**config.mk**
```make
export PLATFORM = sky130hd
export DESIGN_NAME = sorted_expiry_timer_queue_flat
export DESIGN_NICKNAME = d
export VERILOG_FILES = /design/src/tmq_pkg.sv /design/src/tmq_if.sv /design/src/tmq_store.sv /design/src/tmq_seq.sv /design/src/sorted_expiry_timer_queue.sv /design/src/flat_wrapper.sv
export SDC_FILE = /design/constraint.sdc
export NUM_CORES = 2
export LEC_CHECK = 0
export BUFFER_PORTS_ARGS = -buffer_cell sky130_fd_sc_hd__buf_2
export CAP_MARGIN = 10
export CORE_ASPECT_RATIO = 1.25
export CORE_UTILIZATION = 41
export CTS_CLUSTER_SIZE = 30
export DETAILED_ROUTE_END_ITERATION = 8
export PLACE_DENSITY = 0.56
export SYNTH_ARGS = -nofsm -noshare
export SYNTH_HDL_FRONTEND = slang
export SYNTH_SLANG_ARGS = --single-unit
```
**constraint.sdc**
```tcl
create_clock -name clk -period 8.3 [get_ports clk]
set_input_delay 1.66 -clock clk [delete_from_list [all_inputs] [get_ports clk]]
set_output_delay 1.66 -clock clk [all_outputs]
set_load 0.01 [all_outputs]
```
**src/tmq_pkg.sv**
```systemverilog
`timescale 1ns / 1ps
// ----------------------------------------------------------------------------
// tmq_pkg
// Shared types and constants of the sorted expiry timer queue.
// ----------------------------------------------------------------------------
package tmq_pkg;

  localparam int FUNC_W    = 2;
  localparam int ID_W      = 6;
  localparam int IN_TIME_W = 32;
  localparam int STATUS_W  = 2;
  localparam int MAX_RUN   = 64;
  localparam int RUN_W     = $clog2(MAX_RUN + 1);

  typedef enum logic [FUNC_W-1:0] {
    FUNC_ADD    = 2'd0,
    FUNC_ADJUST = 2'd1,
    FUNC_DELETE = 2'd2,
    FUNC_TICK   = 2'd3
  } func_t;

  typedef enum logic [STATUS_W-1:0] {
    ST_OK     = 2'd0,
    ST_FULL   = 2'd1,
    ST_ABSENT = 2'd2,
    ST_DUP    = 2'd3
  } status_t;

  typedef enum logic [3:0] {
    S_IDLE,
    S_CHECK,
    S_DEL_RD,
    S_DEL_MV,
    S_INS_BEG,
    S_INS_MV,
    S_INS_PUT,
    S_TICK_RD,
    S_TICK_CMP,
    S_TICK_END,
    S_RESP
  } seq_state_t;

  typedef struct packed {
    logic mem_we;
    logic mem_re;
    logic act_we;
    logic act_val;
  } store_ctrl_t;

endpackage

```
**src/tmq_if.sv**
```systemverilog
`timescale 1ns / 1ps
// ----------------------------------------------------------------------------
// tmq_req_if / tmq_rsp_if
// Valid/ready channels for timer operations and their results.
// ----------------------------------------------------------------------------
interface tmq_req_if
  import tmq_pkg::*;
();
  logic                 valid;
  logic                 ready;
  logic [FUNC_W-1:0]    func;
  logic [ID_W-1:0]      timer_id;
  logic [IN_TIME_W-1:0] expire_time;
  logic [IN_TIME_W-1:0] current_time;

  modport source (output valid, func, timer_id, expire_time, current_time, input ready);
  modport sink (input valid, func, timer_id, expire_time, current_time, output ready);
endinterface

interface tmq_rsp_if
  import tmq_pkg::*;
();
  logic                valid;
  logic                ready;
  logic [STATUS_W-1:0] status;
  logic                expired_valid;
  logic [ID_W-1:0]     expired_id;
  logic                last;

  modport source (output valid, status, expired_valid, expired_id, last, input ready);
  modport sink (input valid, status, expired_valid, expired_id, last, output ready);
endinterface

```
**src/tmq_store.sv**
```systemverilog
`timescale 1ns / 1ps
// ----------------------------------------------------------------------------
// tmq_store
// Sorted entry memory (id and expiry) and per-slot active flags.
// ----------------------------------------------------------------------------
module tmq_store
  import tmq_pkg::*;
#(
  parameter int NUM_TIMERS = 64,
  parameter int TIME_BITS  = 32
) (
  input  logic                clk,
  input  logic                rst,
  input  store_ctrl_t         ctrl,
  input  logic [$clog2(NUM_TIMERS)-1:0] raddr,
  input  logic [$clog2(NUM_TIMERS)-1:0] waddr,
  input  logic [ID_W-1:0]     wr_id,
  input  logic [TIME_BITS-1:0] wr_exp,
  output logic [ID_W-1:0]     rd_id,
  output logic [TIME_BITS-1:0] rd_exp,
  input  logic [$clog2((NUM_TIMERS < (1 << ID_W)) ? NUM_TIMERS : (1 << ID_W))-1:0] act_raddr,
  input  logic [$clog2((NUM_TIMERS < (1 << ID_W)) ? NUM_TIMERS : (1 << ID_W))-1:0] act_waddr,
  output logic                act_q
);

  localparam int PW        = $clog2(NUM_TIMERS);
  localparam int MEM_DEPTH = 1 << PW;
  localparam int SLOTS     = (NUM_TIMERS < (1 << ID_W)) ? NUM_TIMERS : (1 << ID_W);

  logic [ID_W-1:0]      mem_id  [MEM_DEPTH];
  logic [TIME_BITS-1:0] mem_exp [MEM_DEPTH];
  logic [SLOTS-1:0]     slot_active;

  always_ff @(posedge clk) begin
    if (ctrl.mem_we) begin
      mem_id[waddr]  <= wr_id;
      mem_exp[waddr] <= wr_exp;
    end
    if (ctrl.mem_re) begin
      rd_id  <= mem_id[raddr];
      rd_exp <= mem_exp[raddr];
    end
  end

  always_ff @(posedge clk) begin
    if (rst) begin
      slot_active <= '0;
    end else if (ctrl.act_we) begin
      slot_active[act_waddr] <= ctrl.act_val;
    end
  end

  assign act_q = slot_active[act_raddr];

endmodule

```
**src/tmq_seq.sv**
```systemverilog
`timescale 1ns / 1ps
// ----------------------------------------------------------------------------
// tmq_seq
// Operation sequencer with the shared expiry comparator and result register.
// ----------------------------------------------------------------------------
module tmq_seq
  import tmq_pkg::*;
#(
  parameter int NUM_TIMERS = 64,
  parameter int TIME_BITS  = 32
) (
  input  logic                clk,
  input  logic                rst,
  tmq_req_if.sink             req,
  tmq_rsp_if.source           rsp,
  output store_ctrl_t         ctrl,
  output logic [$clog2(NUM_TIMERS)-1:0] raddr,
  output logic [$clog2(NUM_TIMERS)-1:0] waddr,
  output logic [ID_W-1:0]     wr_id,
  output logic [TIME_BITS-1:0] wr_exp,
  input  logic [ID_W-1:0]     rd_id,
  input  logic [TIME_BITS-1:0] rd_exp,
  output logic [$clog2((NUM_TIMERS < (1 << ID_W)) ? NUM_TIMERS : (1 << ID_W))-1:0] act_raddr,
  output logic [$clog2((NUM_TIMERS < (1 << ID_W)) ? NUM_TIMERS : (1 << ID_W))-1:0] act_waddr,
  input  logic                act_q
);

  localparam int PW    = $clog2(NUM_TIMERS);
  localparam int CW    = $clog2(NUM_TIMERS + 1);
  localparam int SLOTS = (NUM_TIMERS < (1 << ID_W)) ? NUM_TIMERS : (1 << ID_W);
  localparam int SW    = $clog2(SLOTS);

  seq_state_t           state, state_next;
  func_t                op, op_next;
  logic [ID_W-1:0]      id, id_next;
  logic [TIME_BITS-1:0] exp, exp_next;
  logic [TIME_BITS-1:0] now, now_next;
  logic [CW-1:0]        count, count_next;
  logic [PW-1:0]        head, head_next;
  logic [PW-1:0]        pos, pos_next;
  logic                 found, found_next;
  logic [RUN_W-1:0]     k, k_next;
  logic                 pend_valid, pend_valid_next;
  logic [ID_W-1:0]      pend_id, pend_id_next;
  status_t              status_r, status_next;

  logic                 o_valid;
  status_t              o_status;
  logic                 o_exp_valid;
  logic [ID_W-1:0]      o_exp_id;
  logic                 o_last;

  logic                 emit;
  status_t              e_status;
  logic                 e_valid;
  logic [ID_W-1:0]      e_id;
  logic                 e_last;

  logic                 can_emit;
  logic [TIME_BITS-1:0] cmp_b;
  logic                 le;
  logic                 id_ok;
  logic                 del_last;

  // shared compare unit
  assign cmp_b    = (state == S_TICK_CMP) ? now : exp;
  assign le       = rd_exp <= cmp_b;
  assign can_emit = !o_valid || rsp.ready;
  assign id_ok    = 32'(id) < NUM_TIMERS;
  assign del_last = (CW'(pos) + CW'(1)) == count;
  assign act_raddr = id[SW-1:0];

  always_ff @(posedge clk) begin
    if (rst) begin
      state      <= S_IDLE;
      count      <= '0;
      head       <= '0;
      pend_valid <= 1'b0;
      o_valid    <= 1'b0;
    end else begin
      state      <= state_next;
      count      <= count_next;
      head       <= head_next;
      pend_valid <= pend_valid_next;
      if (emit) begin
        o_valid <= 1'b1;
      end else if (rsp.ready) begin
        o_valid <= 1'b0;
      end
    end
  end

  always_ff @(posedge clk) begin
    op       <= op_next;
    id       <= id_next;
    exp      <= exp_next;
    now      <= now_next;
    pos      <= pos_next;
    found    <= found_next;
    k        <= k_next;
    pend_id  <= pend_id_next;
    status_r <= status_next;
    if (emit) begin
      o_status    <= e_status;
      o_exp_valid <= e_valid;
      o_exp_id    <= e_id;
      o_last      <= e_last;
    end
  end

  always_comb begin
    state_next      = state;
    op_next         = op;
    id_next         = id;
    exp_next        = exp;
    now_next        = now;
    count_next      = count;
    head_next       = head;
    pos_next        = pos;
    found_next      = found;
    k_next          = k;
    pend_valid_next = pend_valid;
    pend_id_next    = pend_id;
    status_next     = status_r;
    ctrl            = '0;
    raddr           = head + pos;
    waddr           = head + pos;
    wr_id           = id;
    wr_exp          = exp;
    act_waddr       = id[SW-1:0];
    emit            = 1'b0;
    e_status        = ST_OK;
    e_valid         = 1'b0;
    e_id            = '0;
    e_last          = 1'b1;
    req.ready       = 1'b0;

    unique case (state)
      S_IDLE: begin
        req.ready = 1'b1;
        if (req.valid) begin
          op_next    = func_t'(req.func);
          id_next    = req.timer_id;
          exp_next   = TIME_BITS'(req.expire_time);
          now_next   = TIME_BITS'(req.current_time);
          state_next = S_CHECK;
        end
      end

      S_CHECK: begin
        status_next     = ST_OK;
        pos_next        = '0;
        found_next      = 1'b0;
        k_next          = '0;
        pend_valid_next = 1'b0;
        if (op == FUNC_TICK) begin
          state_next = S_TICK_RD;
        end else if (!id_ok) begin
          status_next = ST_ABSENT;
          state_next  = S_RESP;
        end else if (op == FUNC_ADD) begin
          if (act_q) begin
            status_next = ST_DUP;
            state_next  = S_RESP;
          end else if (count == CW'(NUM_TIMERS)) begin
            status_next = ST_FULL;
            state_next  = S_RESP;
          end else begin
            state_next = S_INS_BEG;
          end
        end else if (!act_q) begin
          status_next = ST_ABSENT;
          state_next  = S_RESP;
        end else begin
          state_next = S_DEL_RD;
        end
      end

      S_DEL_RD: begin
        ctrl.mem_re = 1'b1;
        state_next  = S_DEL_MV;
      end

      S_DEL_MV: begin
        if (found) begin
          ctrl.mem_we = 1'b1;
          waddr       = head + pos - PW'(1);
          wr_id       = rd_id;
          wr_exp      = rd_exp;
        end
        if (del_last) begin
          count_next = count - CW'(1);
          if (op == FUNC_DELETE) begin
            ctrl.act_we  = 1'b1;
            ctrl.act_val = 1'b0;
            state_next   = S_RESP;
          end else begin
            state_next = S_INS_BEG;
          end
        end else begin
          ctrl.mem_re = 1'b1;
          raddr       = head + pos + PW'(1);
          pos_next    = pos + PW'(1);
          found_next  = found || (rd_id == id);
        end
      end

      S_INS_BEG: begin
        if (count == '0) begin
          state_next = S_INS_PUT;
        end else begin
          ctrl.mem_re = 1'b1;
          pos_next    = PW'(count - CW'(1));
          raddr       = head + PW'(count - CW'(1));
          state_next  = S_INS_MV;
        end
      end

      S_INS_MV: begin
        ctrl.mem_we = 1'b1;
        waddr       = head + pos + PW'(1);
        if (!le) begin
          wr_id  = rd_id;
          wr_exp = rd_exp;
          if (pos == '0) begin
            state_next = S_INS_PUT;
          end else begin
            ctrl.mem_re = 1'b1;
            raddr       = head + pos - PW'(1);
            pos_next    = pos - PW'(1);
          end
        end else begin
          count_next   = count + CW'(1);
          ctrl.act_we  = 1'b1;
          ctrl.act_val = 1'b1;
          state_next   = S_RESP;
        end
      end

      S_INS_PUT: begin
        ctrl.mem_we  = 1'b1;
        waddr        = head;
        count_next   = count + CW'(1);
        ctrl.act_we  = 1'b1;
        ctrl.act_val = 1'b1;
        state_next   = S_RESP;
      end

      S_TICK_RD: begin
        if (count != '0 && k < RUN_W'(MAX_RUN)) begin
          ctrl.mem_re = 1'b1;
          raddr       = head;
          state_next  = S_TICK_CMP;
        end else begin
          state_next = S_TICK_END;
        end
      end

      S_TICK_CMP: begin
        if (!le) begin
          state_next = S_TICK_END;
        end else if (!pend_valid || can_emit) begin
          if (pend_valid) begin
            emit    = 1'b1;
            e_valid = 1'b1;
            e_id    = pend_id;
            e_last  = 1'b0;
          end
          head_next       = head + PW'(1);
          count_next      = count - CW'(1);
          ctrl.act_we     = 1'b1;
          ctrl.act_val    = 1'b0;
          act_waddr       = rd_id[SW-1:0];
          pend_id_next    = rd_id;
          pend_valid_next = 1'b1;
          k_next          = k + RUN_W'(1);
          state_next      = S_TICK_RD;
        end
      end

      S_TICK_END: begin
        if (can_emit) begin
          emit       = 1'b1;
          e_valid    = pend_valid;
          e_id       = pend_valid ? pend_id : '0;
          state_next = S_IDLE;
        end
      end

      S_RESP: begin
        if (can_emit) begin
          emit       = 1'b1;
          e_status   = status_r;
          state_next = S_IDLE;
        end
      end

      default: begin
        state_next = S_IDLE;
      end
    endcase
  end

  assign rsp.valid         = o_valid;
  assign rsp.status        = o_status;
  assign rsp.expired_valid = o_exp_valid;
  assign rsp.expired_id    = o_exp_id;
  assign rsp.last          = o_last;

endmodule

```
**src/sorted_expiry_timer_queue.sv**
```systemverilog
`timescale 1ns / 1ps
// ----------------------------------------------------------------------------
// sorted_expiry_timer_queue
// Timer queue kept in ascending expiry order with add, adjust, delete, tick.
// ----------------------------------------------------------------------------
// req carries one operation per transaction: func, timer_id, expire_time and
// current_time. rsp returns results; each operation ends with a result that
// has last set. Add, adjust and delete give one status result. Tick pops the
// due entries at the head, up to 64, and returns one result per popped id; a
// tick with nothing due gives one result with expired_valid low.
// Entries live in a circular memory; inserts and removals shift entries one
// per cycle through its single read and write port, with one comparator
// shared by the insert search and the tick expiry test. An adjust removes
// the entry and then inserts it anew. Results are registered on rsp, and req
// is ready again once the sequencer has registered an operation's last result.
// A stalled rsp holds its result; the sequencer waits on the next one.
// rst (synchronous) empties the queue and clears all slot flags at once.
// ----------------------------------------------------------------------------
module sorted_expiry_timer_queue
  import tmq_pkg::*;
#(
  parameter int NUM_TIMERS = 64,
  parameter int TIME_BITS  = 32
) (
  input logic       clk,
  input logic       rst,
  tmq_req_if.sink   req,
  tmq_rsp_if.source rsp
);

  localparam int PW    = $clog2(NUM_TIMERS);
  localparam int SLOTS = (NUM_TIMERS < (1 << ID_W)) ? NUM_TIMERS : (1 << ID_W);
  localparam int SW    = $clog2(SLOTS);

  store_ctrl_t          ctrl;
  logic [PW-1:0]        raddr;
  logic [PW-1:0]        waddr;
  logic [ID_W-1:0]      wr_id;
  logic [TIME_BITS-1:0] wr_exp;
  logic [ID_W-1:0]      rd_id;
  logic [TIME_BITS-1:0] rd_exp;
  logic [SW-1:0]        act_raddr;
  logic [SW-1:0]        act_waddr;
  logic                 act_q;

  tmq_seq #(
    .NUM_TIMERS (NUM_TIMERS),
    .TIME_BITS  (TIME_BITS)
  ) u_seq (
    .clk       (clk),
    .rst       (rst),
    .req       (req),
    .rsp       (rsp),
    .ctrl      (ctrl),
    .raddr     (raddr),
    .waddr     (waddr),
    .wr_id     (wr_id),
    .wr_exp    (wr_exp),
    .rd_id     (rd_id),
    .rd_exp    (rd_exp),
    .act_raddr (act_raddr),
    .act_waddr (act_waddr),
    .act_q     (act_q)
  );

  tmq_store #(
    .NUM_TIMERS (NUM_TIMERS),
    .TIME_BITS  (TIME_BITS)
  ) u_store (
    .clk       (clk),
    .rst       (rst),
    .ctrl      (ctrl),
    .raddr     (raddr),
    .waddr     (waddr),
    .wr_id     (wr_id),
    .wr_exp    (wr_exp),
    .rd_id     (rd_id),
    .rd_exp    (rd_exp),
    .act_raddr (act_raddr),
    .act_waddr (act_waddr),
    .act_q     (act_q)
  );

endmodule

```
**src/flat_wrapper.sv**
```systemverilog
// flat-port wrapper written by rule: the top's interface ports become plain ports
module sorted_expiry_timer_queue_flat import tmq_pkg::*;
#(
  parameter int NUM_TIMERS = 64,
  parameter int TIME_BITS  = 32
)
  (clk, rst, req_valid, req_func, req_timer_id, req_expire_time, req_current_time, req_ready, rsp_valid, rsp_status, rsp_expired_valid, rsp_expired_id, rsp_last, rsp_ready);
  tmq_req_if req_i ();
  tmq_rsp_if rsp_i ();
  input logic clk;
  input logic rst;
  input wire logic [$bits(req_i.valid)-1:0] req_valid;
  input wire logic [$bits(req_i.func)-1:0] req_func;
  input wire logic [$bits(req_i.timer_id)-1:0] req_timer_id;
  input wire logic [$bits(req_i.expire_time)-1:0] req_expire_time;
  input wire logic [$bits(req_i.current_time)-1:0] req_current_time;
  output wire logic [$bits(req_i.ready)-1:0] req_ready;
  output wire logic [$bits(rsp_i.valid)-1:0] rsp_valid;
  output wire logic [$bits(rsp_i.status)-1:0] rsp_status;
  output wire logic [$bits(rsp_i.expired_valid)-1:0] rsp_expired_valid;
  output wire logic [$bits(rsp_i.expired_id)-1:0] rsp_expired_id;
  output wire logic [$bits(rsp_i.last)-1:0] rsp_last;
  input wire logic [$bits(rsp_i.ready)-1:0] rsp_ready;
  assign req_i.valid = req_valid;
  assign req_i.func = req_func;
  assign req_i.timer_id = req_timer_id;
  assign req_i.expire_time = req_expire_time;
  assign req_i.current_time = req_current_time;
  assign req_ready = req_i.ready;
  assign rsp_valid = rsp_i.valid;
  assign rsp_status = rsp_i.status;
  assign rsp_expired_valid = rsp_i.expired_valid;
  assign rsp_expired_id = rsp_i.expired_id;
  assign rsp_last = rsp_i.last;
  assign rsp_i.ready = rsp_ready;
  sorted_expiry_timer_queue #(.NUM_TIMERS(NUM_TIMERS), .TIME_BITS(TIME_BITS)) u_core (.clk(clk), .rst(rst), .req(req_i), .rsp(rsp_i));
endmodule
```
==> run metrics <==
status=complete, no violations; Hold Buf Count CTS=0; HPWL after detailed placement=approximately 170000 microns; class of the worst hold path=reg -> reg; kind of start point of the critical path=register; category of the critical setup timing path=reg -> reg; clock insertion delay at the later pin of the skew report=850 ps; Total Wirelength=~310000 microns; number of top-level pins=between 80 and 90; portion of the post-synthesis area used by sequential elements=roughly 73%; largest cells by area after synthesis=sky130_fd_sc_hd__edfxtp_1 (71%), sky130_fd_sc_hd__mux2i_1 (14%), sky130_fd_sc_hd__nand2_1 (2.9%); via count=~61000; post-route DRC violation count=0; largest net degree at the start of global routing=between 80 and 90; core box area=roughly 260000 sq um; maximum level of the CTS H-tree=5; fill cell total of the finished layout=~23000; post-synth design cell area=109000 sq um; number of clock buffers inserted by TritonCTS=between 200 and 300; clock transition at the registers of the reported paths=70 ps; worst-case clock buffer depth=4; total global routing track utilization=between 20% and 30%; Synth Instances=between 6000 and 7000; Primary FF master, synth=sky130_fd_sc_hd__edfxtp_1; gp weighted congestion=roughly 0.9; Seq cells post-synth=between 2000 and 3000; ys async rst share=0%; peak fanout along the critical path=51; Post-Route Hold Slack=485 ps; peak supply drop=0.343 mV; number of clock sinks seen by CTS=between 2000 and 3000; Fmax achieved=roughly 0.13 GHz; Die ar.=~270000 sq um; cell types with the highest counts after synthesis=sky130_fd_sc_hd__edfxtp_1 (2574), sky130_fd_sc_hd__mux2i_1 (1568), sky130_fd_sc_hd__nand2_1 (835); width of the chip=around 460 microns; unrepaired setup endpoints after global routing=false; number of detailed-routing iterations run before antenna repair=6; fraction of layout cells with a size suffix above 1=12.0%; yosys warns=0; count of nets left with antenna violations after detail routing=0; number of global-route vias before repair=~60000; number of synthesized flops with an enable pin=around 2600; share of Yosys cell area claimed by the top area cell type=a little under three quarters; Cell Pwr Density=between 400 and 500 nW/um^2; clock skew=around 48 ps; total congestion overflow=0; net total in the final layout=~7200; count of cells resized by post-cts repair=0; first-pass GRT wire length=around 430000 microns; hold violation total from the final report=0; Post-Syn Nets=approximately 7000; total of buffers placed on input and output ports=87; Arr. time, crit path=roughly 8000 ps; final cycle utilization of the critical path=89.2%; post-layout min period=7410 ps; post-synthesis average cell area=around 16 sq um; Post-CTS Repair Setup Buffers=0; sort of element at the end of the critical path=register; number of failing setup endpoints in the final timing report=0; cell chosen for the clock root=sky130_fd_sc_hd__clkbuf_16; Starting Density=41.4%; Tightest Pin Transition=about 1200 ps; post-synth cell types=81; Vias/cell=about 5.6; setup TNS after final layout=0 ps; CTS tree=yes; Max-Slew Margin vs Limit=18.2%; antenna violations before repair=26; reported leakage power=about 43 nW; Synth area leader=sky130_fd_sc_hd__edfxtp_1; Routed WL per cell=between 20 and 30 microns; total count of max-transition violations in the final report=0; count of standard-cell rows=210; most frequently used cell type in the post-synthesis netlist=sky130_fd_sc_hd__edfxtp_1; Synth-to-Final Area Change=13.6%; violation count after the first detailed-route iteration=between 5000 and 6000; vertical die dimension=578 microns; number of max-cap violations=0; data required time at the worst endpoint=a little under 9000 ps
cells by family after synthesis:
group                    synth area share, %
flip-flops                              72.7
AND/OR/NAND/NOR                         6.78
multiplexers                            14.9
AO/OA/AOI/OAI                           2.81
buffers and inverters                   1.80
adder cells (fa/ha/maj)                0.686
XOR/XNOR                               0.375
area by class of cell:
cell class                      instances  area (sq um)  area share [%]
Timing Repair Buffer                  337          2930            2.37
Clock buffer                          334          7160            5.79
Tap cell                             3498          4380            3.54
Multi-Input combinational cell       3769         28800            23.3
Inverter                               24          90.1          0.0730
Clock inverter                        138          1130           0.914
Sequential cell                      2657         79000            63.9
Antenna cell                           16          40.0          0.0324
worst max-delay path, stage by stage (launching register included):
cell	delay (ps)
sky130_fd_sc_hd__dfxtp_1	750
sky130_fd_sc_hd__nand3_2	850
sky130_fd_sc_hd__buf_4	510
sky130_fd_sc_hd__mux2i_1	150
sky130_fd_sc_hd__ha_1	320
sky130_fd_sc_hd__a21oi_1	140
sky130_fd_sc_hd__o21ai_1	140
sky130_fd_sc_hd__a221o_1	390
sky130_fd_sc_hd__or3_1	330
sky130_fd_sc_hd__a211oi_2	400
sky130_fd_sc_hd__o32a_2	430
sky130_fd_sc_hd__buf_12	250
sky130_fd_sc_hd__buf_12	350
sky130_fd_sc_hd__buf_4	350
sky130_fd_sc_hd__mux2i_1	210
sky130_fd_sc_hd__mux2i_1	90
sky130_fd_sc_hd__a22oi_1	310
sky130_fd_sc_hd__nand4_1	570
sky130_fd_sc_hd__or3_1	550
power breakdown:
part           leakage (nW)  internal, W  switching (W)  total (W)
Clock                  4.04      0.00663        0.00506     0.0117
Combinational          15.3      0.00761         0.0137     0.0213
Sequential             23.9       0.0166       0.000530     0.0171
worst paths after layout:
kind | start | to | slack, ps | cells after the start
worst max-delay path | u_core.u_seq.state[3] | u_core.u_store.rd_exp[2] | 890 | 18
worst min-delay path | u_core.u_store.slot_active[46] | u_core.u_store.slot_active[46] | 490 | 2
worst max register to register | u_core.u_seq.state[3] | u_core.u_store.rd_exp[2] | 890 | 18
worst min register to register | u_core.u_store.slot_active[46] | u_core.u_store.slot_active[46] | 490 | 2
sequential cells by signal, indices dropped and copies added, names as in the netlist, 2 cells and up:
| name | count |
|---|---|
| u_core.u_seq.head | 6 |
| u_core.u_seq.rsp.expired_id | 6 |
| u_core.u_store.rd_id | 6 |
| u_core.u_seq.now | 32 |
| u_core.u_store.rd_exp | 32 |
| u_core.u_seq.exp | 32 |
| u_core.u_store.slot_active | 64 |
| u_core.u_seq.act_raddr | 6 |
| u_core.u_seq.op | 2 |
| u_core.u_store.mem_exp | 2048 |
| u_core.u_seq.pend_id | 6 |
| u_core.u_seq.count | 7 |
| u_core.u_seq.k | 7 |
| u_core.u_seq.rsp.status | 2 |
| u_core.u_seq.status_r | 2 |
| u_core.u_seq.state | 4 |
| u_core.u_seq.pos | 6 |
| u_core.u_store.mem_id | 384 |
through the flow:
| step | util [%] | setup slack [ps] | cells | power [W] | area (sq um) |
|---|---|---|---|---|---|
| after floorplan | - | 850 | 6831 | 0.0315 | 109000 |
| after global placement | 43.8 | 939 | 10300 | 0.0384 | 115000 |
| after detailed placement | 43.8 | 913 | 10300 | 0.0386 | 115000 |
| after CTS | 47.0 | 888 | 10800 | 0.0503 | 123000 |
| after global routing | 47.0 | 433 | 10800 | 0.0522 | 123000 |
| final | 47.0 | 892 | 10800 | 0.0501 | 123000 |
metal layers:
layer  GRT usage [%]  wire [microns]  vias up
met3            3.54           18700      440
li1                -               -    26800
met5               0              36        -
met4            5.92            7680        6
met2            38.8          153000     1971
met1            29.3          127000    31600
cells in the final DEF (no fill, tap or decap), drive strengths merged, types with 9 or more instances in the layout:
cell type  netlist  final
mux4            21     21
edfxtp        2574   2574
diode            0     16
o21ai           73     73
o21a            10     10
a32oi          114    114
or2              9      9
a211oi          11     11
nor2           207    207
xor2            20     20
clkbuf         124    334
bufinv           0     16
inv             22     30
and3            13     13
clkinv           2    105
a21oi           49     49
clkinvlp         0     11
nor3            98     98
nand2          835    835
dfxtp           83     83
nand3          291    291
buf            257    337
a31oi           14     14
and2            14     14
ha              54     54
nand4           94     94
mux2i         1568   1568
a21o             9      9
xnor2           24     24
a22oi           77     77
nor4            11     11
nand2b           9      9
nor3b           12     12
or3             45     45
Power figures use the tool's default switching activity.
